===== config.mk =====
export PLATFORM = sky130hd
export DESIGN_NAME = midpoint_circle_point_generator_unit
export DESIGN_NICKNAME = d
export VERILOG_FILES = /design/src/rtl/core/mcpg_pkg.sv /design/src/rtl/core/mcpg_front.sv /design/src/rtl/core/mcpg_queue.sv /design/src/rtl/core/mcpg_back.sv /design/src/rtl/core/midpoint_circle_point_generator_unit.sv
export SDC_FILE = /design/constraint.sdc
export NUM_CORES = 1
export LEC_CHECK = 0
export BUFFER_PORTS_ARGS = -buffer_cell sky130_fd_sc_hd__buf_2
export CELL_PAD_IN_SITES_DETAIL_PLACEMENT = 1
export CELL_PAD_IN_SITES_GLOBAL_PLACEMENT = 1
export CORE_MARGIN = 2
export CORE_UTILIZATION = 40
export CTS_BUF_LIST = sky130_fd_sc_hd__clkbuf_8
export CTS_CLUSTER_DIAMETER = 40
export DETAILED_ROUTE_END_ITERATION = 10
export HOLD_SLACK_MARGIN = 0.05
export PLACE_DENSITY = 0.66
export SETUP_SLACK_MARGIN = 0.05
export SYNTH_ARGS = -nofsm -noshare
export SYNTH_HDL_FRONTEND = slang
export SYNTH_SLANG_ARGS = --single-unit

===== constraint.sdc =====
create_clock -name clk -period 6 [get_ports clk]
set_input_delay 0.6 -clock clk [delete_from_list [all_inputs] [get_ports clk]]
set_output_delay 0.6 -clock clk [all_outputs]
set_load 0.02 [all_outputs]

===== src/rtl/core/mcpg_pkg.sv =====
// ----------------------------------------------------------------------------
// mcpg_pkg
// Shared types and constants for the midpoint circle point generator.
// ----------------------------------------------------------------------------
package mcpg_pkg;

  localparam int QueueDepthDefault = 2;

  localparam logic KIND_START = 1'b0;
  localparam logic KIND_STEP  = 1'b1;

  localparam logic [2:0] PointLast = 3'd7;

  localparam logic signed [13:0] DecInit   = 14'sd3;
  localparam logic signed [15:0] DecIncNeg = 16'sd6;
  localparam logic signed [15:0] DecIncPos = 16'sd10;

  // One octant step handed from front to back: eight points follow from it.
  typedef struct packed {
    logic signed [11:0] cx;
    logic signed [11:0] cy;
    logic signed [11:0] x;
    logic signed [11:0] y;
    logic [23:0]        color;
    logic               done;
  } job_t;

  typedef struct packed {
    logic full;
    logic empty;
  } queue_status_t;

  function automatic logic [23:0] swap_rb(input logic [23:0] c);
    return {c[7:0], c[15:8], c[23:16]};
  endfunction

endpackage


===== src/rtl/core/mcpg_front.sv =====
// ----------------------------------------------------------------------------
// mcpg_front
// Accepts start and step transactions, keeps the circle state and runs the
// midpoint decision update, pushing one job per step while a circle runs.
// ----------------------------------------------------------------------------
module mcpg_front import mcpg_pkg::*; (
  input  logic                 clk,
  input  logic                 rst,
  input  logic                 in_valid,
  output logic                 in_stall,
  input  logic                 kind,
  input  logic signed [11:0]   center_x,
  input  logic signed [11:0]   center_y,
  input  logic signed [10:0]   radius_in,
  input  logic [23:0]          pen_color,
  input  queue_status_t        q_status,
  output logic                 push,
  output job_t                 push_job
);

  logic               running;
  logic [10:0]        step_x;
  logic signed [11:0] step_y;
  logic signed [13:0] decision;
  logic signed [11:0] centre_x_reg;
  logic signed [11:0] centre_y_reg;
  logic [23:0]        color_reg;

  logic               accept;
  logic signed [11:0] x_ext;
  logic               final_pts;
  logic signed [12:0] diff;
  logic signed [15:0] dec_wide;
  logic signed [13:0] decision_next;
  logic signed [11:0] step_y_next;
  logic [11:0]        step_x_inc;
  logic [10:0]        step_x_next;
  logic               done;
  logic signed [12:0] two_r;

  assign in_stall = q_status.full;
  assign accept   = in_valid && !in_stall;
  assign push     = accept && (kind == KIND_STEP) && running;

  assign x_ext     = $signed({1'b0, step_x});
  assign final_pts = (x_ext == step_y);
  assign diff      = 13'(x_ext) - 13'(step_y);
  assign two_r     = {radius_in[10], radius_in, 1'b0};

  always_comb begin
    if (decision[13]) begin
      dec_wide    = 16'(decision) + $signed({3'b000, step_x, 2'b00}) + DecIncNeg;
      step_y_next = step_y;
    end else begin
      dec_wide    = 16'(decision) + $signed({diff[12], diff, 2'b00}) + DecIncPos;
      step_y_next = step_y - 12'sd1;
    end
    step_x_inc = {1'b0, step_x} + 12'd1;
    if (final_pts) begin
      decision_next = decision;
      step_y_next   = step_y;
      step_x_next   = step_x;
      done          = 1'b1;
    end else begin
      decision_next = dec_wide[13:0];
      step_x_next   = step_x_inc[10:0];
      done          = $signed({1'b0, step_x_inc}) > 13'(step_y_next);
    end
  end

  always_comb begin
    push_job.cx    = centre_x_reg;
    push_job.cy    = centre_y_reg;
    push_job.x     = x_ext;
    push_job.y     = step_y;
    push_job.color = swap_rb(color_reg);
    push_job.done  = done;
  end

  always_ff @(posedge clk) begin
    if (rst) begin
      running      <= 1'b0;
      step_x       <= '0;
      step_y       <= '0;
      decision     <= '0;
      centre_x_reg <= '0;
      centre_y_reg <= '0;
      color_reg    <= '0;
    end else if (accept) begin
      if (kind == KIND_START) begin
        centre_x_reg <= center_x;
        centre_y_reg <= center_y;
        color_reg    <= pen_color;
        step_x       <= '0;
        step_y       <= 12'(radius_in);
        decision     <= DecInit - 14'(two_r);
        running      <= !radius_in[10];
      end else if (running) begin
        decision <= decision_next;
        step_x   <= step_x_next;
        step_y   <= step_y_next;
        running  <= !done;
      end
    end
  end

endmodule


===== src/rtl/core/mcpg_queue.sv =====
// ----------------------------------------------------------------------------
// mcpg_queue
// Small job FIFO between the front and back halves; head is read directly.
// ----------------------------------------------------------------------------
module mcpg_queue import mcpg_pkg::*; #(
  parameter int DEPTH = QueueDepthDefault
) (
  input  logic          clk,
  input  logic          rst,
  input  logic          push,
  input  job_t          push_job,
  input  logic          pop,
  output job_t          head,
  output queue_status_t status
);

  localparam int AW = (DEPTH > 1) ? $clog2(DEPTH) : 1;
  localparam int CW = $clog2(DEPTH + 1);

  job_t          slots [DEPTH];
  logic [AW-1:0] wr_ptr;
  logic [AW-1:0] rd_ptr;
  logic [CW-1:0] count;

  assign head         = slots[rd_ptr];
  assign status.full  = (count == CW'(DEPTH));
  assign status.empty = (count == '0);

  function automatic logic [AW-1:0] wrap_inc(input logic [AW-1:0] p);
    return (p == AW'(DEPTH - 1)) ? '0 : p + AW'(1);
  endfunction

  always_ff @(posedge clk) begin
    if (push) begin
      slots[wr_ptr] <= push_job;
    end
  end

  always_ff @(posedge clk) begin
    if (rst) begin
      wr_ptr <= '0;
      rd_ptr <= '0;
      count  <= '0;
    end else begin
      if (push) wr_ptr <= wrap_inc(wr_ptr);
      if (pop)  rd_ptr <= wrap_inc(rd_ptr);
      if (push && !pop)      count <= count + CW'(1);
      else if (pop && !push) count <= count - CW'(1);
    end
  end

endmodule


===== src/rtl/core/mcpg_back.sv =====
// ----------------------------------------------------------------------------
// mcpg_back
// Expands each job into its eight symmetric points, one per cycle while the
// output is not stalled, through a registered output stage.
// ----------------------------------------------------------------------------
module mcpg_back import mcpg_pkg::*; (
  input  logic                 clk,
  input  logic                 rst,
  input  job_t                 head,
  input  queue_status_t        q_status,
  output logic                 pop,
  output logic                 out_valid,
  input  logic                 out_stall,
  output logic signed [12:0]   pixel_x,
  output logic signed [12:0]   pixel_y,
  output logic [23:0]          pixel_color,
  output logic                 circle_done
);

  job_t               job;
  logic               active;
  logic [2:0]         idx;
  logic               load;
  logic signed [12:0] u;
  logic signed [12:0] v;
  logic signed [12:0] px;
  logic signed [12:0] py;

  assign load = !out_valid || !out_stall;
  assign pop  = !q_status.empty && (!active || (load && idx == PointLast));

  // idx[2] swaps the roles of x and y, idx[0] negates the x term, idx[1] the y term
  always_comb begin
    u  = idx[2] ? 13'(job.y) : 13'(job.x);
    v  = idx[2] ? 13'(job.x) : 13'(job.y);
    px = 13'(job.cx) + (idx[0] ? -u : u);
    py = 13'(job.cy) + (idx[1] ? -v : v);
  end

  always_ff @(posedge clk) begin
    if (rst) begin
      active    <= 1'b0;
      idx       <= '0;
      out_valid <= 1'b0;
    end else begin
      if (load) out_valid <= active;
      if (pop) begin
        active <= 1'b1;
        idx    <= '0;
      end else if (load && active) begin
        idx <= idx + 3'd1;
        if (idx == PointLast) active <= 1'b0;
      end
    end
  end

  always_ff @(posedge clk) begin
    if (pop) job <= head;
    if (load && active) begin
      pixel_x     <= px;
      pixel_y     <= py;
      pixel_color <= job.color;
      circle_done <= job.done && (idx == PointLast);
    end
  end

endmodule


===== src/rtl/core/midpoint_circle_point_generator_unit.sv =====
// ----------------------------------------------------------------------------
// midpoint_circle_point_generator_unit
// Midpoint circle rasterizer: start transactions load a circle, each step
// transaction yields the eight symmetric points of the current octant step.
// ----------------------------------------------------------------------------
// A start transaction yields no point. Start and step transactions alike are
// taken only while the job queue has room. A step on a running circle
// yields eight points, delivered one per cycle from the output register
// while the receiver does not stall, so a stream of steps is limited by the
// single point output. The front keeps accepting while fewer than QUEUE_DEPTH
// jobs wait for the back half. The last point of a circle carries circle_done.
// Points are not clipped and the color comes out with red and blue exchanged.
module midpoint_circle_point_generator_unit import mcpg_pkg::*; #(
  parameter int QUEUE_DEPTH = QueueDepthDefault
) (
  input  logic                 clk,
  input  logic                 rst,
  input  logic                 in_valid,
  output logic                 in_stall,
  input  logic                 kind,
  input  logic signed [11:0]   center_x,
  input  logic signed [11:0]   center_y,
  input  logic signed [10:0]   radius_in,
  input  logic [23:0]          pen_color,
  output logic                 out_valid,
  input  logic                 out_stall,
  output logic signed [12:0]   pixel_x,
  output logic signed [12:0]   pixel_y,
  output logic [23:0]          pixel_color,
  output logic                 circle_done
);

  queue_status_t q_status;
  logic          push;
  logic          pop;
  job_t          push_job;
  job_t          head;

  mcpg_front u_front (
    .clk       (clk),
    .rst       (rst),
    .in_valid  (in_valid),
    .in_stall  (in_stall),
    .kind      (kind),
    .center_x  (center_x),
    .center_y  (center_y),
    .radius_in (radius_in),
    .pen_color (pen_color),
    .q_status  (q_status),
    .push      (push),
    .push_job  (push_job)
  );

  mcpg_queue #(.DEPTH(QUEUE_DEPTH)) u_queue (
    .clk      (clk),
    .rst      (rst),
    .push     (push),
    .push_job (push_job),
    .pop      (pop),
    .head     (head),
    .status   (q_status)
  );

  mcpg_back u_back (
    .clk         (clk),
    .rst         (rst),
    .head        (head),
    .q_status    (q_status),
    .pop         (pop),
    .out_valid   (out_valid),
    .out_stall   (out_stall),
    .pixel_x     (pixel_x),
    .pixel_y     (pixel_y),
    .pixel_color (pixel_color),
    .circle_done (circle_done)
  );

  a_no_overflow: assert property (@(posedge clk) disable iff (rst)
    push |-> !q_status.full)
    else $error("job pushed into a full queue");

  a_no_underflow: assert property (@(posedge clk) disable iff (rst)
    pop |-> !q_status.empty)
    else $error("job popped from an empty queue");

  a_start_no_job: assert property (@(posedge clk) disable iff (rst)
    (in_valid && !in_stall && kind == KIND_START) |-> !push)
    else $error("start transaction produced a job");

  a_empty_idle_out: assert property (@(posedge clk) disable iff (rst)
    (q_status.empty && !push && !out_valid && !$past(pop) && !$past(out_valid))
      |=> !out_valid)
    else $error("point emitted with no job pending");

endmodule


==> results.py, run 1 <==
metrics = {
    "clocking": {
        "worst_path_clk_slew_ps": 50,
        "tritoncts.num_buffers": 71,
        "worst_skew_pair.late_latency_ps": 620,
        "ctsHoldBuffers": 0,
        "ctsHtreeMaxLevel": 3,
        "root_buffer": "clkbuf_8",
        "post-cts-setup-buffers": 0,
        "cts_tree": "built",
        "clock_sinks": 361,
        "post_cts_resized": 0,
        "cts-root-to-sink-buffers": 3,
    },
    "logic_synthesis": {
        "synth_async_sr_flop_share": 0,
        "synthSimpleGateAreaFrac": 0.105,
        "synth_cell_types": 67,
        "synth_compound_area_frac": 0.107,
        "synth_fa_ha_area_frac": 0.0781,
        "synth_sequential_area_ratio": 0.572,
        "yosys.area.top_type_share": 0.463,
        "ffs_latches_synth": 361,
        "netlist_top_cells_area": "edfxtp_1, dfxtp_1, ha_1, mux2_2, nand2_1",
        "synth_top_family_by_area": "compound AO/OA/AOI/OAI gates",
        "avgSynthCellArea_um2": 11.9,
        "post_synth_xor_area_fraction": 0.0465,
        "post_synth_inst_count": 1456,
        "synth.mux.area_fraction": 0.0680,
        "synthesis.nets": 1625,
        "number_of_synthesized_flops_with_an_enable_pin": 267,
        "synth_warnings": 0,
        "yosysTopAreaCell": "edfxtp_1",
        "synthesis.area_um2": 17300,
        "dominantRegCellSynth": "edfxtp_1",
    },
    "finish": {
        "final_net_count": 1775,
        "largest_reg_flops": 144,
        "syn2layout_area_growth_pct": 15.8,
        "insertedDiodeCount": 0,
        "layout_top_registers": "u_queue.slots (144), u_back.job (72)",
        "mostFrequentLayoutCells": "edfxtp_1, nand2_1, a21oi_1",
        "final-instance-count-excl-fill": 2248,
        "top_register": "u_queue.slots",
        "layout.cells.most_common": "edfxtp_1",
        "layout.cell_area.non_filler_um2": 20000,
        "drive_gt1_frac": 0.201,
    },
    "sta": {
        "timing.final.hold_violations": 0,
        "relSlewSlack": 0.197,
        "slew_viol_final": 0,
        "setup_skew_ps": 30.7,
        "grt_setup_unrepaired": "false",
        "post-route-min-period_ps": 4530,
        "post-route-period-util": 0.755,
        "maxClockFrequency_mhz": 221,
        "totalNegativeSetupSlack_ps": 0,
        "worst_pin_slew_ps": 1210,
        "postLayoutSetupSlackWorst_ps": 1470,
        "final-setup-viol-count": 0,
    },
    "worst_setup_path": {
        "crit_path_max_incr_delay_ps": 620,
        "critical_path.max_fanout": 9,
        "setup.worst_path.end_class": "flip-flop",
        "timing.critical_path.cells": "inv_1 -> ha_1 -> inv_1 -> fa_1 -> a21o_1 -> a21oi_1 -> o211ai_1 -> a31o_2 -> a21oi_1 -> xnor2_1 -> ha_1 -> ha_1 -> or4b_2 -> o22ai_1 -> a211oi_1 -> and3_1 -> o311a_1 -> a211oi_1",
        "critical_path.most_common_cell": "ha_1",
        "arrival_ps": 5050,
        "worst-path-buf-inv": 2,
        "slowest_stage": "or4b_2",
        "worst_path_class_setup": "reg2reg",
        "cp-start-kind": "flip-flop",
        "critical_path.top_delay_family": "compound AO/OA/AOI/OAI gates",
        "critical_path_required_ps": 6520,
    },
    "grt": {
        "grt_start_max_net_pins": 65,
        "groute.usage.overall": 0.199,
        "first_global_vias": 12500,
        "grt_first_pass_wirelength_um": 68700,
        "aggregate_global_routing_overflow": 0,
        "grt_antenna_before_repair": 0,
    },
    "pwr": {
        "switching_share": 0.350,
        "p_comb_frac": 0.342,
        "cellInternalPower_mw": 6.12,
        "total_leakage_power_nw": 7.56,
        "power.density_cell_area_nw_per_um2": 470,
        "total_power_mw": 9.41,
        "share_seq_of_total_power": 0.390,
        "power_switching_mw": 3.29,
        "clock_group_share_of_total_power": 0.268,
        "worst_ir_drop_vdd_mv": 0.183,
    },
    "placement": {
        "placement.io_buffers": 116,
        "detailed_place.area_um2": 18600,
        "gpl.final_weighted_congestion": 0.835,
        "hpwl_um": 29700,
        "pre_cts_setup_slack_ps": 1500,
        "dp.cells": 2118,
    },
    "min_path": {
        "hp-class": "in2reg",
    },
    "floorplan": {
        "initial_utilization": 0.403,
        "placementRows": 76,
        "dieHeight_um": 212,
        "boundaryPins": 117,
        "die_x_um": 212,
        "area_of_the_die_um2": 44900,
        "core_region_area_um2": 42900,
    },
    "detailed_routing": {
        "detail-route-antenna-nets": 0,
        "drc": 0,
        "detail_route.wirelength_um": 44100,
        "detail_route.iter0.violations": 527,
        "drt-wirelength-per-cell_um": 19.6,
        "route.vias.total": 11900,
        "viasPerCell": 5.30,
        "drtPass1Iterations": 5,
    },
    "run": {
        "drv_cap": 0,
    },
    "outcome": {
        "outcome": "finished, final reports clean",
    },
}
==> final cells by class <==
type	instances	area, µm²
clock buffer	83	1140
clock inverter	47	333
fill	4571	22800
inverter	46	173
multi-input combinational	995	7040
sequential	361	9900
tap	585	732
timing repair buffer	131	708
==> power by group through the flow <==
stage               sequential, mW  combinational (mW)  clock [mW]
finish                        3.67                3.22        2.52
floorplan                     3.81                2.20           0
global placement              3.70                3.16           0
detailed placement            3.72                3.24           0
CTS                           3.68                3.27        2.59
global route                  3.72                3.59        2.69
==> synth_stat cells, types with 32 or more instances <==
library cell  number
xnor2_1           49
nand2_1          170
clkbuf_1          42
ha_1             100
xor2_1            41
nor3_1            36
mux2i_1           32
o21ai_0           55
mux2_2            76
a21oi_1          126
dfxtp_1           94
nor2_1            73
edfxtp_1         267
inv_1             43
==> worst paths after layout <==
| kind | slack [ps] | to | from | depth (start not counted) |
|---|---|---|---|---|
| hold reg to reg | 410 | u_back.pixel_color[9]$_DFFE_PP_ | u_back.job[10]$_DFFE_PP_ | 0 |
| hold / removal | 220 | u_front.centre_y_reg[4]$_SDFFE_PP0P_ | center_y[4] | 3 |
| setup / recovery | 1470 | u_front.decision[12]$_SDFFE_PP0P_ | u_front.step_x[0]$_SDFFE_PP0P_ | 18 |
| setup reg to reg | 1470 | u_front.decision[12]$_SDFFE_PP0P_ | u_front.step_x[0]$_SDFFE_PP0P_ | 18 |
==> tightest hold or removal path: cells and delay by family <==
| kind | cells | cell delay [ps] |
|---|---|---|
| buffers and inverters | 1 | 100 |
| and+or+nand+nor | 1 | 50 |
| AOI/OAI and AO/OA | 1 | 50 |
==> metrics by stage <==
stage | util | hold WS (ps)
global route | 0.467 | 189
detailed placement | 0.433 | 405
CTS | 0.467 | 169
global placement | 0.433 | 400
finish | 0.467 | 224
floorplan | - | 400
==> kinds of logic (layout without fill, tap and decap cells) <==
group	count (synthesis)	after routing
and+or+nand+nor	390	390
DFF	361	361
AOI/OAI and AO/OA	301	301
muxes	108	108
adders and majority gates	105	105
buffers and inverters	100	307
xor gates and xnor gates	91	91
==> layer usage <==
metal | global-route usage | part of all wire | wire length, µm
met1 | 0.252 | 0.44 | 19500
met2 | 0.341 | 0.50 | 21800
met3 | 0.0328 | 0.034 | 1510
met4 | 0.0726 | 0.027 | 1200
met5 | 0 | 0 | 0
(Power assumes the default switching activity.)
==> inputs of run 2 (changes only) <==
- ABC_AREA: default -> 1
- PLACE_DENSITY: 0.66 -> 0.69
- clock period: 6 -> 3.8 ns (I/O delays scaled with it)
==> results.py, run 2 <==
metrics = {
    "logic_synthesis": {
        "dominantRegCellSynth": "edfxtp_1",
        "synth_cell_types": 44,
        "synth.most_common_cell": "nand2_1",
        "avgSynthCellArea_um2": 9.70,
        "netlist_top_cells_area": "edfxtp_1, dfxtp_1, nand2_1, ha_1, nor2_1",
        "number_of_synthesized_flops_with_an_enable_pin": 267,
        "yosys.area.top_type_share": 0.464,
        "synth_warnings": 0,
        "synth_sequential_area_ratio": 0.573,
        "synthesis.area_um2": 17300,
        "yosysTopAreaCell": "edfxtp_1",
        "post_synth_inst_count": 1782,
        "synth_commonest_cells": "nand2_1, edfxtp_1, nor2_1, inv_1, o21ai_0",
        "synth_async_sr_flop_share": 0,
        "ffs_latches_synth": 361,
        "synthesis.nets": 1951,
    },
    "clocking": {
        "worst_path_clk_slew_ps": 50,
        "worst_skew_pair.late_latency_ps": 640,
        "ctsHtreeMaxLevel": 3,
        "post-cts-setup-buffers": 0,
        "tritoncts.num_buffers": 68,
        "clock_sinks": 361,
        "root_buffer": "clkbuf_8",
        "cts_tree": "built",
        "cts-root-to-sink-buffers": 3,
    },
    "placement": {
        "hpwl_um": 32600,
        "detailed_place.area_um2": 18600,
        "gpl.final_weighted_congestion": 0.885,
        "placement.io_buffers": 116,
    },
    "detailed_routing": {
        "routedLengthMet1_um": 21700,
        "maxUsedRoutingLayer": "met4",
        "detail_route.wirelength_um": 48000,
        "route.vias.total": 13200,
        "detail_route.iter0.violations": 633,
        "drt-wirelength-per-cell_um": 18.3,
        "viasPerCell": 5.03,
        "drtPass1Iterations": 5,
        "wl_met2_um": 23100,
        "dr_wl_met3_um": 1830,
        "detail-route-antenna-nets": 0,
        "drc": 0,
    },
    "worst_setup_path": {
        "worst_path_class_setup": "reg2reg",
        "critical_path_required_ps": 4260,
        "cp-start-kind": "flip-flop",
        "worst-path-buf-inv": 1,
        "crit_path_max_incr_delay_ps": 390,
        "arrival_ps": 3940,
        "r2r.worst_path.cells": 19,
        "critical_path.top_delay_family": "adder cells",
        "slowest_stage": "ha_2",
        "setup.worst_path.end_class": "flip-flop",
        "critical_path.reg2reg.startpoint": "u_front.step_y[2]$_SDFFE_PP0P_",
        "critical_path.most_common_cell": "nand2_1",
        "r2r_setup_slack_ps": 330,
        "worstReg2RegEnd": "u_front.decision[12]$_SDFFE_PP0P_",
        "timing.critical_path.cells": "inv_1 -> ha_1 -> a21oi_1 -> nand2_1 -> a31oi_2 -> o21ai_1 -> a21oi_1 -> xnor2_1 -> ha_1 -> ha_2 -> nand2_1 -> nor2_1 -> nand3_1 -> nand3_1 -> nand2_1 -> nand3_1 -> nand2_1 -> a21oi_1 -> nor2_1",
        "timing.critical_path.depth": 19,
        "critical_path.max_fanout": 6,
    },
    "floorplan": {
        "boundaryPins": 117,
        "core_region_area_um2": 42900,
        "placementRows": 76,
        "initial_utilization": 0.403,
        "area_of_the_die_um2": 44900,
        "dieHeight_um": 212,
        "die_x_um": 212,
    },
    "pwr": {
        "power_switching_mw": 5.49,
        "cellInternalPower_mw": 9.47,
        "share_seq_of_total_power": 0.384,
        "p_comb_frac": 0.345,
        "worst_ir_drop_vdd_mv": 0.371,
        "switching_share": 0.367,
        "total_leakage_power_nw": 8.90,
        "clock_group_share_of_total_power": 0.270,
        "power.density_cell_area_nw_per_um2": 726,
    },
    "grt": {
        "grt_start_max_net_pins": 76,
        "grt_first_pass_wirelength_um": 75400,
        "groute.usage.overall": 0.219,
        "aggregate_global_routing_overflow": 0,
        "first_global_vias": 14100,
        "grt_antenna_before_repair": 0,
    },
    "sta": {
        "setup_skew_ps": 41.4,
        "slew_viol_final": 0,
        "maxClockFrequency_mhz": 288,
        "post-route-period-util": 0.914,
        "hold_ws_ps": 101,
        "relSlewSlack": 0.356,
        "timing.final.hold_violations": 0,
        "grt_setup_unrepaired": "false",
        "worst_pin_slew_ps": 966,
        "totalNegativeSetupSlack_ps": 0,
        "final-setup-viol-count": 0,
        "post-route-min-period_ps": 3470,
    },
    "finish": {
        "syn2layout_area_growth_pct": 19.3,
        "top_register": "u_queue.slots",
        "final_net_count": 2157,
        "drive_gt1_frac": 0.142,
        "register_area_um2": 9900,
        "multi_input_area_um2": 6620,
        "layout.cells.most_common": "nand2_1",
        "nFillCells": 4912,
        "layout.cell_area.non_filler_um2": 20600,
        "final_core_utilization": 0.481,
        "mostFrequentLayoutCells": "nand2_1, edfxtp_1, nor2_1",
        "largest_reg_flops": 144,
        "insertedDiodeCount": 0,
        "layout_top_registers": "u_queue.slots (144), u_back.job (72)",
    },
    "min_path": {
        "holdPathEnd": "u_front.step_y[2]$_SDFFE_PP0P_",
        "worstHoldPathCells": 3,
        "worst_hold_startpoint": "radius_in[2]",
        "hp-class": "in2reg",
    },
    "run": {
        "drv_cap": 0,
    },
    "outcome": {
        "outcome": "finished, final reports clean",
    },
}
-- run 2: worst max path at each step --
stage	startpoint	to	slack, ps
4_1_cts	u_front.step_y[0]$_SDFFE_PP0P_	u_front.decision[13]$_SDFFE_PP0P_	140
6_report	u_front.step_y[2]$_SDFFE_PP0P_	u_front.decision[12]$_SDFFE_PP0P_	330
2_1_floorplan	kind	u_queue.slots[0][0]$_DFFE_PP_	-520
3_3_place_gp	u_front.step_y[0]$_SDFFE_PP0P_	u_front.decision[13]$_SDFFE_PP0P_	240
3_5_place_dp	u_front.step_y[0]$_SDFFE_PP0P_	u_front.decision[13]$_SDFFE_PP0P_	190
5_1_grt	u_front.step_y[2]$_SDFFE_PP0P_	u_front.decision[12]$_SDFFE_PP0P_	10
-- run 2: metrics by stage --
stage          instances  power, mW  setup WS, ps
2_1_floorplan       1782       9.27          -522
3_3_place_gp        2455       10.7           237
3_5_place_dp        2455       10.9           188
4_1_cts             2627       15.1           145
5_1_grt             2627       15.9          11.0
6_report            2627       15.0           326
-- run 2: metal layers --
metal  up-vias  GRT usage
li1       6433          -
met1      6439      0.279
met2       257      0.368
met3        96     0.0429
met4         0     0.0809
met5         -          0
-- run 2: power by group through the flow --
stage | clock network, mW | registers [mW] | logic (mW)
floorplan | 0 | 6.00 | 3.27
global placement | 0 | 5.79 | 4.94
detailed placement | 0 | 5.82 | 5.09
CTS | 4.15 | 5.75 | 5.17
global route | 4.33 | 5.81 | 5.81
finish | 4.05 | 5.75 | 5.17
-- run 2: area by class of cell --
| class | count | share of cell area |
|---|---|---|
| tap | 585 | 0.0355 |
| timing repair buffer | 190 | 0.0634 |
| clock inverter | 46 | 0.0192 |
| inverter | 153 | 0.0280 |
| sequential | 361 | 0.480 |
| multi-input combinational | 1214 | 0.321 |
| clock buffer | 78 | 0.0521 |
-- run 2: tightest hold or removal path: cells and delay by family --
family                 cells  cell delay [ps]
buffers and inverters      1              120
and+or+nand+nor            1              100
AOI/OAI and AO/OA          1               90
-- run 2: timing repair --
action,CTS,global route
endpoints found under the hold margin,48,0
resized for setup,0,12
hold buffers,48,0
endpoints found under the setup margin,0,4
-- run 2: cells by family after synthesis --
group                      count (synthesis)  share of synthesized area
and+or+nand+nor                          749                      0.174
DFF                                      361                      0.573
AOI/OAI and AO/OA                        290                     0.0899
buffers and inverters                    207                     0.0479
adders and majority gates                105                     0.0782
xor gates and xnor gates                  70                     0.0371
